$ cat config.mk
export PLATFORM = sky130hd
export DESIGN_NAME = quoted_token_splitter_unit
export DESIGN_NICKNAME = d
export VERILOG_FILES = /design/src/design/qts_pkg.sv /design/src/design/qts_regs.sv /design/src/design/qts_step.sv /design/src/design/quoted_token_splitter_unit.sv
export VERILOG_INCLUDE_DIRS = /design/src /design/src/design
export SDC_FILE = /design/constraint.sdc
export NUM_CORES = 1
export LEC_CHECK = 0
export ABC_AREA = 1
export BUFFER_PORTS_ARGS = -buffer_cell sky130_fd_sc_hd__buf_2
export CAP_MARGIN = 20
export CORE_ASPECT_RATIO = 2
export CORE_MARGIN = 10
export CORE_UTILIZATION = 52
export DETAILED_ROUTE_END_ITERATION = 6
export HOLD_SLACK_MARGIN = 0.03
export MAX_ROUTING_LAYER = met4
export PLACE_DENSITY = 0.84
export SYNTH_ARGS = -nofsm -noshare
export SYNTH_HDL_FRONTEND = slang
export SYNTH_SLANG_ARGS = --single-unit
$ cat constraint.sdc
create_clock -name i_clk -period 1.87 [get_ports i_clk]
set_input_delay 0.0935 -clock i_clk [delete_from_list [all_inputs] [get_ports i_clk]]
set_output_delay 0.0935 -clock i_clk [all_outputs]
set_load 0.05 [all_outputs]
$ cat src/design/assert_macros.svh
// Assertion macros shared by the RTL of the quoted token splitter.
// No dependencies; include this header where concurrent checks are written.
`ifndef ASSERT_MACROS_SVH
`define ASSERT_MACROS_SVH

// Check a property on every rising clock edge, off while reset is asserted.
`define ASSERT_CLKD(label, clk, rst_n, prop) \
    label: assert property (@(posedge clk) disable iff (!rst_n) prop) \
        else $error("assertion failed: splitter check");

// Check a property on every rising clock edge, including during reset.
`define ASSERT_ALWAYS(label, clk, prop) \
    label: assert property (@(posedge clk) prop) \
        else $error("assertion failed: splitter reset check");

`endif

$ cat src/design/qts_pkg.sv
// Shared types and constants for the quoted token splitter.
// No dependencies; used by qts_regs, qts_step and the top level.
package qts_pkg;

    localparam int NUM_SEP_REGS = 4;
    localparam int SEP_CNT_W    = 3;
    localparam int CHAR_W       = 8;
    localparam int APB_DATA_W   = 32;
    localparam int APB_ADDR_W   = 5;
    localparam int REG_IDX_W    = 3;

    localparam logic [CHAR_W-1:0] CH_QUOTE     = 8'h22;
    localparam logic [CHAR_W-1:0] CH_BACKSLASH = 8'h5C;
    localparam logic [CHAR_W-1:0] CH_NUL       = 8'h00;

    // Register indexes (byte address = 4 * index).
    localparam logic [REG_IDX_W-1:0] REG_SEP_0     = 3'd0;
    localparam logic [REG_IDX_W-1:0] REG_SEP_1     = 3'd1;
    localparam logic [REG_IDX_W-1:0] REG_SEP_2     = 3'd2;
    localparam logic [REG_IDX_W-1:0] REG_SEP_3     = 3'd3;
    localparam logic [REG_IDX_W-1:0] REG_SEP_COUNT = 3'd4;

    localparam logic [CHAR_W-1:0]    SEP_0_RESET     = 8'd32;
    localparam logic [CHAR_W-1:0]    SEP_N_RESET     = 8'd0;
    localparam logic [SEP_CNT_W-1:0] SEP_COUNT_RESET = 3'd1;

    typedef struct packed {
        logic [CHAR_W-1:0] char_in;
        logic              end_of_string;
    } t_in_item;

    typedef struct packed {
        logic [CHAR_W-1:0] token_byte;
        logic              byte_valid;
        logic              token_close;
        logic              token_drop;
        logic              string_done;
    } t_out_item;

    typedef struct packed {
        logic [NUM_SEP_REGS-1:0][CHAR_W-1:0] sep_byte;
        logic [SEP_CNT_W-1:0]                sep_count;
    } t_cfg;

    typedef struct packed {
        logic              in_token;
        logic              in_quote;
        logic [CHAR_W-1:0] prev_char;
    } t_state;

endpackage

$ cat src/design/qts_regs.sv
// APB configuration registers of the quoted token splitter: separators and count.
// Depends on qts_pkg.
module qts_regs (
    input  logic                           i_clk,
    input  logic                           i_rst_n,
    input  logic                           psel,
    input  logic                           penable,
    input  logic                           pwrite,
    input  logic [qts_pkg::APB_ADDR_W-1:0] paddr,
    input  logic [qts_pkg::APB_DATA_W-1:0] pwdata,
    output logic [qts_pkg::APB_DATA_W-1:0] prdata,
    output logic                           pready,
    output qts_pkg::t_cfg                  o_cfg
);

    qts_pkg::t_cfg r_cfg;
    qts_pkg::t_cfg n_cfg;
    logic [qts_pkg::REG_IDX_W-1:0] w_idx;
    logic                          w_wr;

    assign w_idx  = paddr[qts_pkg::APB_ADDR_W-1:2];
    assign w_wr   = psel && penable && pwrite;
    assign pready = 1'b1;
    assign o_cfg  = r_cfg;

    always_comb begin
        n_cfg = r_cfg;
        if (w_wr) begin
            case (w_idx)
                qts_pkg::REG_SEP_0:     n_cfg.sep_byte[0] = pwdata[qts_pkg::CHAR_W-1:0];
                qts_pkg::REG_SEP_1:     n_cfg.sep_byte[1] = pwdata[qts_pkg::CHAR_W-1:0];
                qts_pkg::REG_SEP_2:     n_cfg.sep_byte[2] = pwdata[qts_pkg::CHAR_W-1:0];
                qts_pkg::REG_SEP_3:     n_cfg.sep_byte[3] = pwdata[qts_pkg::CHAR_W-1:0];
                qts_pkg::REG_SEP_COUNT: n_cfg.sep_count = pwdata[qts_pkg::SEP_CNT_W-1:0];
                default:                n_cfg = r_cfg;
            endcase
        end
    end

    always_comb begin
        case (w_idx)
            qts_pkg::REG_SEP_0: begin
                prdata = qts_pkg::APB_DATA_W'(r_cfg.sep_byte[0]);
            end
            qts_pkg::REG_SEP_1: begin
                prdata = qts_pkg::APB_DATA_W'(r_cfg.sep_byte[1]);
            end
            qts_pkg::REG_SEP_2: begin
                prdata = qts_pkg::APB_DATA_W'(r_cfg.sep_byte[2]);
            end
            qts_pkg::REG_SEP_3: begin
                prdata = qts_pkg::APB_DATA_W'(r_cfg.sep_byte[3]);
            end
            qts_pkg::REG_SEP_COUNT: begin
                prdata = qts_pkg::APB_DATA_W'(r_cfg.sep_count);
            end
            default: begin
                prdata = '0;
            end
        endcase
    end

    always_ff @(posedge i_clk) begin
        if (!i_rst_n) begin
            r_cfg.sep_byte[0] <= qts_pkg::SEP_0_RESET;
            r_cfg.sep_byte[1] <= qts_pkg::SEP_N_RESET;
            r_cfg.sep_byte[2] <= qts_pkg::SEP_N_RESET;
            r_cfg.sep_byte[3] <= qts_pkg::SEP_N_RESET;
            r_cfg.sep_count   <= qts_pkg::SEP_COUNT_RESET;
        end else begin
            r_cfg <= n_cfg;
        end
    end

endmodule

$ cat src/design/qts_step.sv
// Per-character step logic of the quoted token splitter: classifies one character
// against the separators and the quote state. Depends on qts_pkg.
module qts_step (
    input  qts_pkg::t_cfg      i_cfg,
    input  qts_pkg::t_state    i_state,
    input  qts_pkg::t_in_item  i_item,
    output qts_pkg::t_state    o_state,
    output qts_pkg::t_out_item o_item
);

    logic [qts_pkg::NUM_SEP_REGS-1:0] w_hit;
    logic w_sep;
    logic w_uq;
    logic w_emit;
    logic w_tend;
    logic w_drop;
    logic w_last;
    logic [qts_pkg::CHAR_W-1:0] w_c;

    assign w_c    = i_item.char_in;
    assign w_last = i_item.end_of_string;

    // A count at or above the register count enables every separator.
    always_comb begin
        for (int k = 0; k < qts_pkg::NUM_SEP_REGS; k++) begin
            w_hit[k] = (i_cfg.sep_byte[k] == w_c) &&
                       (i_cfg.sep_count > qts_pkg::SEP_CNT_W'(k));
        end
    end

    assign w_sep = |w_hit;
    assign w_uq  = (w_c == qts_pkg::CH_QUOTE) && (i_state.prev_char != qts_pkg::CH_BACKSLASH);

    always_comb begin
        w_emit  = 1'b0;
        w_tend  = 1'b0;
        w_drop  = 1'b0;
        o_state = i_state;
        if (i_state.in_token) begin
            if (!i_state.in_quote) begin
                if (w_sep) begin
                    w_tend           = 1'b1;
                    o_state.in_token = 1'b0;
                end else begin
                    w_emit = 1'b1;
                    w_tend = w_last;
                end
            end else if (w_uq) begin
                w_tend           = 1'b1;
                o_state.in_token = 1'b0;
                o_state.in_quote = 1'b0;
            end else if (w_last) begin
                w_drop = 1'b1;
            end else begin
                w_emit = 1'b1;
            end
        end else if (!w_sep) begin
            if (w_uq) begin
                // Lone opening quote on the last character is dropped.
                w_drop           = w_last;
                o_state.in_token = 1'b1;
                o_state.in_quote = 1'b1;
            end else begin
                w_emit           = 1'b1;
                w_tend           = w_last;
                o_state.in_token = 1'b1;
            end
        end
        o_state.prev_char = w_c;
        if (w_last) begin
            o_state.in_token  = 1'b0;
            o_state.in_quote  = 1'b0;
            o_state.prev_char = qts_pkg::CH_NUL;
        end
    end

    assign o_item.token_byte  = w_emit ? w_c : qts_pkg::CH_NUL;
    assign o_item.byte_valid  = w_emit;
    assign o_item.token_close = w_tend;
    assign o_item.token_drop  = w_drop;
    assign o_item.string_done = w_last;

endmodule

$ cat src/design/quoted_token_splitter_unit.sv
// Quoted token splitter: one character in, one result item out.
// Each accepted item passes the input register, then the output register.
// Throughput: 1 item per cycle while the output is not stalled; the only loop is the tokenizer state.
// Reset (synchronous, active low) empties both stages, closes any open token and
// returns the separators to a single space. Depends on qts_pkg, qts_regs, qts_step.
module quoted_token_splitter_unit (
    input  logic                           i_clk,
    input  logic                           i_rst_n,
    // Input item channel
    input  logic                           i_in_valid,
    output logic                           o_in_stall,
    input  qts_pkg::t_in_item              i_in_item,
    // Result item channel
    output logic                           o_out_valid,
    input  logic                           i_out_stall,
    output qts_pkg::t_out_item             o_out_item,
    // Configuration port
    input  logic                           psel,
    input  logic                           penable,
    input  logic                           pwrite,
    input  logic [qts_pkg::APB_ADDR_W-1:0] paddr,
    input  logic [qts_pkg::APB_DATA_W-1:0] pwdata,
    output logic [qts_pkg::APB_DATA_W-1:0] prdata,
    output logic                           pready
);

`include "assert_macros.svh"

    qts_pkg::t_cfg      w_cfg;
    qts_pkg::t_state    r_state;
    qts_pkg::t_state    n_state;
    qts_pkg::t_state    w_step_state;
    qts_pkg::t_in_item  r_in_item;
    qts_pkg::t_out_item r_out_item;
    qts_pkg::t_out_item w_step_item;
    logic               r_in_valid;
    logic               n_in_valid;
    logic               r_out_valid;
    logic               n_out_valid;
    logic               w_out_free;
    logic               w_step_fire;
    logic               w_in_fire;

    qts_regs u_regs (
        .i_clk   (i_clk),
        .i_rst_n (i_rst_n),
        .psel    (psel),
        .penable (penable),
        .pwrite  (pwrite),
        .paddr   (paddr),
        .pwdata  (pwdata),
        .prdata  (prdata),
        .pready  (pready),
        .o_cfg   (w_cfg)
    );

    // The step logic works on the item in the input register against the
    // live tokenizer state; its result lands in the output register.
    qts_step u_step (
        .i_cfg   (w_cfg),
        .i_state (r_state),
        .i_item  (r_in_item),
        .o_state (w_step_state),
        .o_item  (w_step_item)
    );

    // The output register is free when empty or when its item leaves now.
    assign w_out_free  = !r_out_valid || !i_out_stall;
    assign w_step_fire = r_in_valid && w_out_free;
    // Hold the input side only when a loaded input register cannot advance.
    assign o_in_stall  = r_in_valid && !w_out_free;
    assign w_in_fire   = i_in_valid && !o_in_stall;

    always_comb begin
        n_in_valid = r_in_valid;
        if (w_in_fire) begin
            n_in_valid = 1'b1;
        end else if (w_step_fire) begin
            n_in_valid = 1'b0;
        end
    end

    always_comb begin
        n_out_valid = r_out_valid && i_out_stall;
        if (w_step_fire) begin
            n_out_valid = 1'b1;
        end
    end

    // Advance the tokenizer state only when an item is actually stepped.
    assign n_state = w_step_fire ? w_step_state : r_state;

    always_ff @(posedge i_clk) begin
        if (!i_rst_n) begin
            r_in_valid        <= 1'b0;
            r_out_valid       <= 1'b0;
            r_state.in_token  <= 1'b0;
            r_state.in_quote  <= 1'b0;
            r_state.prev_char <= qts_pkg::CH_NUL;
        end else begin
            r_in_valid  <= n_in_valid;
            r_out_valid <= n_out_valid;
            r_state     <= n_state;
        end
    end

    // Payload registers: load on transfer, no reset.
    always_ff @(posedge i_clk) begin
        if (w_in_fire) begin
            r_in_item <= i_in_item;
        end
        if (w_step_fire) begin
            r_out_item <= w_step_item;
        end
    end

    assign o_out_valid = r_out_valid;
    assign o_out_item  = r_out_item;

    // A quote can only be open inside a token.
    `ASSERT_CLKD(a_quote_in_token, i_clk, i_rst_n, r_state.in_quote |-> r_state.in_token)

    // A dropped token never also ends or carries a byte, and only at end of string.
    `ASSERT_CLKD(a_drop_excl, i_clk, i_rst_n, (r_out_valid && r_out_item.token_drop) |-> (r_out_item.string_done && !r_out_item.token_close && !r_out_item.byte_valid))

    // Stepping the last character of a string returns the state to reset.
    `ASSERT_CLKD(a_eos_clears, i_clk, i_rst_n, (w_step_fire && r_in_item.end_of_string) |=> (!r_state.in_token && !r_state.in_quote && (r_state.prev_char == qts_pkg::CH_NUL)))

    // The input side stalls only while the output register is held.
    `ASSERT_ALWAYS(a_stall_cause, i_clk, o_in_stall |-> (r_out_valid && i_out_stall))

endmodule
# Yosys cells after proc, flatten, opt, wreduce, memory -nomap -nowiden
# Cells that the tools add are included.
[totals] word_cells=88 register_bits=68 in_bits=53 out_inout_bits=47
[classes] n_lt_le_gt_ge=4 n_eq_ne=11 reduce_logical=26 n_mux=30
[op_table] cell="$pmux 8 s5" count=1
[op_table] cell="$eq 8x8->1" count=4
[op_table] cell="$mux 1" count=25
[op_table] cell="$logic_and 1x1->1" count=11
[op_table] cell="$mux 10" count=1
[op_table] cell="$reduce_and 2->1" count=5
[op_table] cell="$eq 8x6->1 const B" count=1
[op_table] cell="$ne 8x7->1 const B" count=1
[op_table] cell="$eq 3x2->1 const B" count=2
[op_table] cell="$gt 3x1->1 const B" count=2
[op_table] cell="$gt 3x2->1 const B" count=2
[op_table] cell="$mux 2" count=3
[op_table] cell="$logic_not 1->1" count=4
[op_table] cell="$reduce_or 4->1" count=1
[op_table] cell="$eq 3x1->1 const B" count=1
[op_table] cell="$eq 3x3->1 const B" count=1
[op_table] cell="$logic_not 3->1" count=1
[op_table] cell="$ne 3x3->1 const B" count=1
[op_table] cell="$reduce_and 3->1" count=1
[op_table] cell="$reduce_bool 3->1" count=1
[op_table] cell="$reduce_bool 2->1" count=1
[op_table] cell="$logic_or 1x1->1" count=1

# Longest topological paths before layout
# Gate-level depths: netlist of run 1.
[logic_depth] word_depth=7 ltp_mapped=14 mapped_depth_nobuf=13

# By module
# Synthesis of run 1 repeated with hierarchy kept, for this count alone.
[hier_totals] cells_unflattened=611 hier_area_um2=4220.3
[by_module_without_submodules] module="qts_regs" seq_area_each_um2=700.7 area_per_inst_um2=2069.5 cells_each=312 instances=1
[by_module_without_submodules] module="quoted_token_splitter_unit" seq_area_each_um2=870.8 area_per_inst_um2=1176.1 cells_each=99 instances=1
[by_module_without_submodules] module="qts_step" seq_area_each_um2=0.0 area_per_inst_um2=974.7 cells_each=200 instances=1

# Least setup slack after synthesis of run 1
# OpenSTA, ideal clock, no wires.
[synth_path] kind="register -> register" from="reg r_out_valid (netlist: o_out_valid)" to="reg r_in_item[0] (netlist bit) (enable)" path_slack_ns=-0.231 setup_ns=0.278 arrival_ns=1.823 path_stages_with_launch=6 period_less_slack_ns=2.101 required_ns=1.592 path_buffers=0 path_cell_list="dfxtp_1 -> nand2_1 -> nor2_1 -> inv_1 -> nand2_1 -> inv_1"
[synth_via] elab_chain_len=6
[synth_lines] element="start, declared" line="quoted_token_splitter_unit.sv:38" text="logic r_out_valid;"
[synth_lines] element="start signal, assigned" line="quoted_token_splitter_unit.sv:102" text="r_out_valid <= n_out_valid;"
[synth_lines] element="$logic_not 1->1" line="quoted_token_splitter_unit.sv:68" text="assign w_out_free = !r_out_valid || !i_out_stall;"
[synth_lines] element="$logic_or 1x1->1" line="quoted_token_splitter_unit.sv:68"
[synth_lines] element="$logic_not 1->1" line="quoted_token_splitter_unit.sv:71" text="assign o_in_stall = r_in_valid && !w_out_free;"
[synth_lines] element="$logic_and 1x1->1" line="quoted_token_splitter_unit.sv:71"
[synth_lines] element="via o_in_stall" line="quoted_token_splitter_unit.sv:11" text="output logic o_in_stall,"
[synth_lines] element="$logic_not 1->1" line="quoted_token_splitter_unit.sv:72" text="assign w_in_fire = i_in_valid && !o_in_stall;"
[synth_lines] element="$logic_and 1x1->1" line="quoted_token_splitter_unit.sv:72"
[synth_lines] element="end signal, assigned" line="quoted_token_splitter_unit.sv:110" text="r_in_item <= i_in_item;"
[synth_lines] element="end, declared" line="quoted_token_splitter_unit.sv:33" text="qts_pkg::t_in_item r_in_item;"
# The timed path passes the listed nets, and every way through them passes these cells.
# A chain may end at the register's enable or synchronous reset.

# Worst setup path after layout of run 1
[layout_path] from="reg r_in_item[6] (netlist bit)" to="reg r_out_item (netlist bit o_out_item[5]), data pin"
[layout_via] elab_chain_len=6 elab_cells_between_ends=17 cone_classes="5 x eq/ne; 6 x mux; 6 x reduce/logical"
[layout_lines] element="$eq 8x8->1" line="qts_step.sv:26" text="w_hit[k] = (i_cfg.sep_byte[k] == w_c) &&"
[layout_lines] element="$logic_and 1x1->1" line="qts_step.sv:26"
[layout_lines] element="$reduce_or 4->1" line="qts_step.sv:31" text="assign w_sep = |w_hit;"
[layout_lines] element="$mux 1" line="qts_step.sv:41" text="if (w_sep) begin"
[layout_lines] element="$mux 1" line="qts_step.sv:40" text="if (!i_state.in_quote) begin"
[layout_lines] element="$mux 1 (*)" line="qts_step.sv:39" text="if (i_state.in_token) begin"
[layout_lines] element="end signal, assigned" line="quoted_token_splitter_unit.sv:113" text="r_out_item <= w_step_item;"
[layout_lines] element="end, declared" line="quoted_token_splitter_unit.sv:34" text="qts_pkg::t_out_item r_out_item;"
# Every way passes the cells marked *; elsewhere a longest branch is shown, timed or not.

==> qor.csv, run 1 <==
metric;value;unit
run_status;finished, final reports clean;
ctsRootBufferMaster;sky130_fd_sc_hd__clkbuf_16;
die-area;10820;µm²
io_buffer_count;48;
worstSetupStartpointType;flip-flop;
drt-wirelength-per-cell;15.90;µm
clock_sink_total;68;
peakVddDrop;558.1;µV
unrepaired_setup_endpoints_after_global_routing;yes;
crit_path_frequent_cell;sky130_fd_sc_hd__nand2_4;
placed_area;3807;µm²
cp_data_required_time;1.96;ns
mostFrequentLayoutCell;sky130_fd_sc_hd__nand2_1;
routed_wirelength;9972;µm
yosys_warnings;0;
maximum_number_of_pins_on_one_net_before_global_route_repair;37;
critical_path_class;reg2reg;
globalRouteOverflowTotal;0;
dp_hpwl;7112;µm
ys_seq_elements;68;
synthesis.area_per_instance;7.813;µm²
finalNetCount;587;
drt-initial-drc-count;343;
worstHoldPathType;in2reg;
final-max-slew-violation-count;0;
number_of_buffers_inserted_during_clock_tree_synthesis;9;
worst_slew_pin_slew;0.5249;ns
setup.worst_path.end_class;flip-flop;
insertion_delay;0.34;ns
cts-htree-levels;3;
worst_setup_hold_path_clk_slew;0.06;ns
final.min_clock_period;1.869;ns
period_share;99.93;%
clock-skew-final;0.004414;ns
drt_pre_antenna_iters;5;
number_of_placement_rows;42;
final_area;4443;µm²
power_per_cell_area;888.6;nW/µm²
cpPeakStageDelay;0.57;ns
critical_path.n_buffers_inverters;1;
route.vias.total;3292;
final.fill_count;555;
first_global_vias;3114;
antenna_left;0;
max_freq;0.5351;GHz
syn_inst;459;
setup_violations;0;
post_syn_area;3586;µm²
max_cap_check_violation_count;0;
routed_via_density;5.250;
worst_path_max_delay_cell;sky130_fd_sc_hd__edfxtp_1;
regToRegSetupSlack;0.001;ns
tritoncts;built;
io_pins;100;
whs;0.04149;ns
n_antenna_cell;0;
area.growth.synth_to_final;23.90;%
slew-limit-headroom;64.97;%
ys_types;38;
grt_use_total;18.07;%
drive_gt1_share;25.97;%
worstPathCellList;inv_4, nand2_1, nand4_1, nor2_2, nand2_4, nand2_4, nor2_8, nand2_4, nand2_4, nand2_4, a21oi_2;
static-leakage-power;1.929;nW
antenna_found_initial;0;
globalplace.congestion;0.9471;
die_w;78.72;µm
fp.coreArea;6674;µm²
floorplan.initialDensity;53.73;%
path_delay_family;simple AND/OR/NAND/NOR gates;
final_core_utilization;66.57;%
crit_path_max_fanout;6;
floorplan.die.height;137.4;µm
sequential_cell_area_fraction_in_the_yosys_report;43.82;%
drt_drc_violations_left;0;
most_frequent_cells_in_the_layout;89 x sky130_fd_sc_hd__nand2_1, 48 x sky130_fd_sc_hd__buf_2, 47 x sky130_fd_sc_hd__dfxtp_1, 42 x sky130_fd_sc_hd__inv_1, 42 x sky130_fd_sc_hd__nor2_1;
clock_path_buffers;2;
cp_data_arrival_time;1.96;ns
power_after_layout;3.948;mW
grt_first_pass_wirelength;14760;µm
report.final.hold_viol_count;0;
cells in the mapped netlist:
library cell	instances	area share, %
sky130_fd_sc_hd__nand2_1	91	9.5
sky130_fd_sc_hd__nand3_1	15	2.1
sky130_fd_sc_hd__o22ai_1	1	0.17
sky130_fd_sc_hd__nand2_4	4	1.3
sky130_fd_sc_hd__clkbuf_1	7	0.73
sky130_fd_sc_hd__buf_2	6	0.84
sky130_fd_sc_hd__nand4_1	3	0.52
sky130_fd_sc_hd__nand3_2	5	1.4
sky130_fd_sc_hd__o21bai_1	1	0.21
sky130_fd_sc_hd__o221ai_1	1	0.24
sky130_fd_sc_hd__inv_2	13	1.4
sky130_fd_sc_hd__nor3_4	2	0.91
sky130_fd_sc_hd__buf_4	28	5.9
sky130_fd_sc_hd__edfxtp_1	21	18
sky130_fd_sc_hd__o21ai_1	5	0.70
sky130_fd_sc_hd__dfxtp_1	47	26
sky130_fd_sc_hd__o21ai_0	32	4.5
sky130_fd_sc_hd__a21oi_1	40	5.6
sky130_fd_sc_hd__nor3_2	1	0.28
sky130_fd_sc_hd__a21boi_2	1	0.31
sky130_fd_sc_hd__or2_0	1	0.17
sky130_fd_sc_hd__conb_1	2	0.21
sky130_fd_sc_hd__a21boi_1	2	0.42
sky130_fd_sc_hd__clkinv_1	1	0.10
sky130_fd_sc_hd__nor2_2	6	1.0
sky130_fd_sc_hd__nor2_8	1	0.56
sky130_fd_sc_hd__a221oi_1	1	0.24
sky130_fd_sc_hd__a211oi_1	3	0.63
sky130_fd_sc_hd__a22oi_1	1	0.21
sky130_fd_sc_hd__nor4_1	1	0.17
sky130_fd_sc_hd__inv_1	42	4.4
sky130_fd_sc_hd__buf_6	1	0.31
sky130_fd_sc_hd__nor4_2	1	0.35
sky130_fd_sc_hd__nand2_2	4	0.70
sky130_fd_sc_hd__o2111ai_1	6	1.5
sky130_fd_sc_hd__xor2_1	6	1.5
sky130_fd_sc_hd__xnor2_1	10	2.4
sky130_fd_sc_hd__nor2_1	46	4.8
worst reg2reg max path, cell delays in order, from the launching register on:
cell and delay [ns]:
sky130_fd_sc_hd__edfxtp_1 0.57, sky130_fd_sc_hd__inv_4 0.11, sky130_fd_sc_hd__nand2_1 0.08, sky130_fd_sc_hd__nand4_1 0.17
sky130_fd_sc_hd__nor2_2 0.17, sky130_fd_sc_hd__nand2_4 0.06, sky130_fd_sc_hd__nand2_4 0.10, sky130_fd_sc_hd__nor2_8 0.05
sky130_fd_sc_hd__nand2_4 0.06, sky130_fd_sc_hd__nand2_4 0.07, sky130_fd_sc_hd__nand2_4 0.11, sky130_fd_sc_hd__a21oi_2 0.07
cell families after synthesis:
logic type,Yosys count,synth area share (%)
AND/OR/NAND/NOR,181,23.80
XOR/XNOR,16,3.908
flip-flops,68,43.82
other,2,0.2094
buffers and inverters,98,13.61
AO/OA/AOI/OAI,94,14.65
registers in the layout (all words and copies together), names as in the netlist:
register,flops
r_state,10
u_regs.o_cfg,35
r_in_valid,1
o_out_valid,1
o_out_item,12
r_in_item,9
final cells by class:
type | instances | area [µm²] | share of cell area, %
Clock buffer | 13 | 271.5 | 6.111
Sequential cell | 68 | 1572 | 35.37
Clock inverter | 3 | 42.54 | 0.9575
Tap cell | 88 | 110.1 | 2.478
Timing Repair Buffer | 82 | 520.5 | 11.72
Inverter | 56 | 212.7 | 4.787
Multi-Input combinational cell | 317 | 1714 | 38.58
final timing paths:
check,start,to,cells past startpoint
max,r_in_item[6],o_out_item[5],11
min,pwdata[5],u_regs.o_cfg[8],3
max reg2reg,r_in_item[6],o_out_item[5],11
min reg2reg,r_state[4],r_state[4],2
repair_timing:
action / 4_1_cts / 5_1_grt
setup buffers: 3 / 13
gates cloned: 0 / 1
hold endpoints to repair: 10 / 0
hold buffers: 10 / 0
setup endpoints to repair: 9 / 13
pin swaps: 0 / 12
gates resized for setup: 2 / 19
power breakdown:
group	leakage (nW)	internal (mW)	switching (mW)
logic	1.20	0.158	0.409
clock network	0.151	1.15	0.623
registers	0.581	1.58	0.0341
per-stage QoR:
step	worst slack (ns)	instances	setup TNS, ns
2_1_floorplan	0.01692	482	0
3_3_place_gp	0.01679	584	0
3_5_place_dp	-0.02538	584	-0.1243
4_1_cts	0.004830	613	0
5_1_grt	-0.09046	627	-0.7926
6_report	0.001284	627	0
metal layers:
layer / global-route usage (%) / share of wire, %
met1: 16.36 / 35
met2: 31.48 / 52
met3: 5.809 / 7.4
met4: 12.02 / 5.3
met5: - / 0
No activity file was read; power rests on OpenSTA's default activity.
==> run 2, diff against run 1 <==
- CELL_PAD_IN_SITES_DETAIL_PLACEMENT: default -> 1
- CELL_PAD_IN_SITES_GLOBAL_PLACEMENT: default -> 2
- CORE_UTILIZATION: 52 -> 29
- GPL_TIMING_DRIVEN: default -> 0
- PLACE_DENSITY: 0.84 -> 0.83
- SKIP_LAST_GASP: default -> 1
==> run 2 against run 1 <==
Effect of this change: routed wire length is 24% higher; global-route usage down 3.7 points; maximum frequency is 2.4% higher; die area up 62%; sequential share of layout area decreased by 2.1 points; total power decreased by 1.7%; critical path depth unchanged; sequential power about the same; critical endpoint is now o_out_item[7].
==> qor.csv, run 2 (same netlist as run 1, synthesis figures left out) <==
metric;value;unit;change
globalplace.congestion;0.8636;;-8.8%
cts-htree-levels;3;;unchanged
dp_hpwl;9794;µm;+38%
setup_violations;0;;unchanged
power_after_layout;3.883;mW;-1.7%
first_global_vias;3701;;+19%
worst_path_max_delay_cell;sky130_fd_sc_hd__edfxtp_1;;
unrepaired_setup_endpoints_after_global_routing;yes;;
final_worst_setup_slack;0.04499;ns;+0.04370 ns
cp_data_required_time;1.96;ns;about the same
share_clk_of_total_power;41.9;%;-2.9 points
number_of_buffers_inserted_during_clock_tree_synthesis;9;;unchanged
worstPathCellList;buf_6, nand2_1, nand3_1, nor2_2, nand3_2, nand2_4, nor2_8, nand2_4, nand2_8, nand2_4, a21oi_1;;
layoutNonFillerInstCount;708;;+13%
slew-limit-headroom;63.19;%;-1.8 points
most_frequent_cells_in_the_layout;87 x sky130_fd_sc_hd__nand2_1, 51 x sky130_fd_sc_hd__buf_2, 47 x sky130_fd_sc_hd__dfxtp_1, 41 x sky130_fd_sc_hd__inv_1, 40 x sky130_fd_sc_hd__nor2_1;;
worstHoldPathType;in2reg;;
setup.worst_path.end_class;flip-flop;;
largest_reg_flops;35;;unchanged
routed_wirelength;12370;µm;+24%
swShare;28.37;%;+1.4 points
cpPeakStageDelay;0.46;ns;-0.11 ns
cellInternalPower;2.781;mW;-3.5%
n_antenna_cell;0;;unchanged
die_w;98.63;µm;+25%
worst_slew_pin_slew;0.5521;ns;+0.02715 ns
floorplan.die.height;177.3;µm;+29%
finalNetCount;609;;+3.7%
fp.coreArea;12120;µm²;+82%
maximum_number_of_pins_on_one_net_before_global_route_repair;22;;-41%
busiest_layer;met2;;
final.min_clock_period;1.825;ns;-0.04370 ns
pre_cts_slack;-0.1910;ns;-0.1656 ns
grt_use_total;14.35;%;-3.7 points
antenna_left;0;;unchanged
worstSetupStartpointType;flip-flop;;
max_freq;0.5479;GHz;+2.4%
static-leakage-power;2.026;nW;+5.1%
grt.met1_usage;12.03;%;-4.3 points
crit_path_frequent_cell;sky130_fd_sc_hd__nand2_4;;
path_delay_family;simple AND/OR/NAND/NOR gates;;
critical_path.n_buffers_inverters;1;;unchanged
drt-wirelength-per-cell;17.47;µm;+9.9%
critical_path_class;reg2reg;;
route.vias.total;3344;;+1.6%
io_buffer_count;47;;-2.1%
die-area;17480;µm²;+62%
grt_first_pass_wirelength;19120;µm;+30%
peakVddDrop;491.0;µV;-12%
drt-initial-drc-count;103;;-70%
globalRouteOverflowTotal;0;;unchanged
max_cap_check_violation_count;0;;unchanged
run_status;finished, final reports clean;;
net-switching-power;1.102;mW;+3.4%
period_share;97.59;%;-2.3 points
ctsRootBufferMaster;sky130_fd_sc_hd__clkbuf_16;;
power_per_cell_area;822.7;nW/µm²;-7.4%
area.growth.synth_to_final;31.61;%;
placed_cells;676;;+16%
cp_data_arrival_time;1.91;ns;-0.05 ns
report.final.hold_viol_count;0;;unchanged
drive_gt1_share;29.06;%;+3.1 points
grt.met2_usage;28.18;%;-3.3 points
seq_power_share;41.4;%;+0.6 points
drt_drc_violations_left;0;;unchanged
clock_sink_total;68;;unchanged
drt_pre_antenna_iters;4;;-1
routed_via_density;4.723;;-10%
io_pins;100;;unchanged
whs;0.04010;ns;-0.001386 ns
clock-skew-final;0.008041;ns;+0.003627 ns
mostFrequentLayoutCell;sky130_fd_sc_hd__nand2_1;;
number_of_placement_rows;57;;+36%
insertion_delay;0.34;ns;about the same
crit_path_max_fanout;5;;-1
tritoncts;built;;
antenna_found_initial;0;;unchanged
final-max-slew-violation-count;0;;unchanged
power_frac_comb;16.6;%;+2.3 points
use_met3;2.972;%;-2.8 points
clock_path_buffers;2;;unchanged
floorplan.initialDensity;29.58;%;-24 points
worst_setup_hold_path_clk_slew;0.05;ns;about the same
## run 2: cell count changes in the layout (fill, tap and decap cells not counted), sizes merged
cell / change
buf: +16
bufinv: -1
clkbuf: +9
clkinv: -1
dlygate4sd3: -1
## run 2: final timing paths
path	start	endpoint	slack (ns)	depth (start not counted)
max	r_in_item[6]	o_out_item[7]	0.04	11
min	i_in_valid	r_in_valid	0.04	3
max reg2reg	r_in_item[6]	o_out_item[7]	0.04	11
min reg2reg	r_state[4]	r_state[4]	0.47	2
## run 2: what timing repair did
item | CTS | global route
hold buffers | 9 | 0
resized for setup | 13 | 29
pin swaps | 4 | 7
buffers inserted | 4 | 2
endpoints found under the setup margin | 13 | 11
gates cloned | 1 | 0
endpoints found under the hold margin | 9 | 0
## run 2: tightest hold or removal path, stage by stage
cell and delay, ns:
sky130_fd_sc_hd__buf_2 0.10, sky130_fd_sc_hd__nand2_1 0.07, sky130_fd_sc_hd__a21oi_1 0.06
## run 2: area by class of cell
cell class,instances,area [µm²]
Buffer,42,290.3
Clock inverter,1,5.005
Sequential cell,68,1572
Tap cell,147,183.9
Timing Repair Buffer,62,390.4
Inverter,56,221.5
Multi-Input combinational cell,317,1779
Clock buffer,15,277.8
Fill cell,1498,7405
## run 2: power groups by stage
stage	Combinational [mW]	Clock [mW]	Sequential, mW
after floorplan	0.368	0	1.68
after global routing	0.696	1.69	1.61
after detailed placement	0.563	0	1.64
after global placement	0.553	0	1.64
final	0.646	1.63	1.61
after CTS	0.605	1.65	1.61
## run 2: through the flow
| step | area [µm²] | utilization (%) | setup TNS, ns |
|---|---|---|---|
| floorplan | 3675 | - | 0 |
| global placement | 4094 | 33.77 | -0.6890 |
| detailed placement | 4094 | 33.77 | -1.638 |
| CTS | 4556 | 37.57 | -0.02105 |
| global route | 4720 | 38.93 | -0.5542 |
| finish | 4720 | 38.93 | 0 |
## run 2: metal layers
layer | part of all wire, % | wire length, µm
met5 | 0 | 0
met4 | 3.0 | 375
met3 | 3.6 | 450
met2 | 59 | 7306
met1 | 34 | 4238
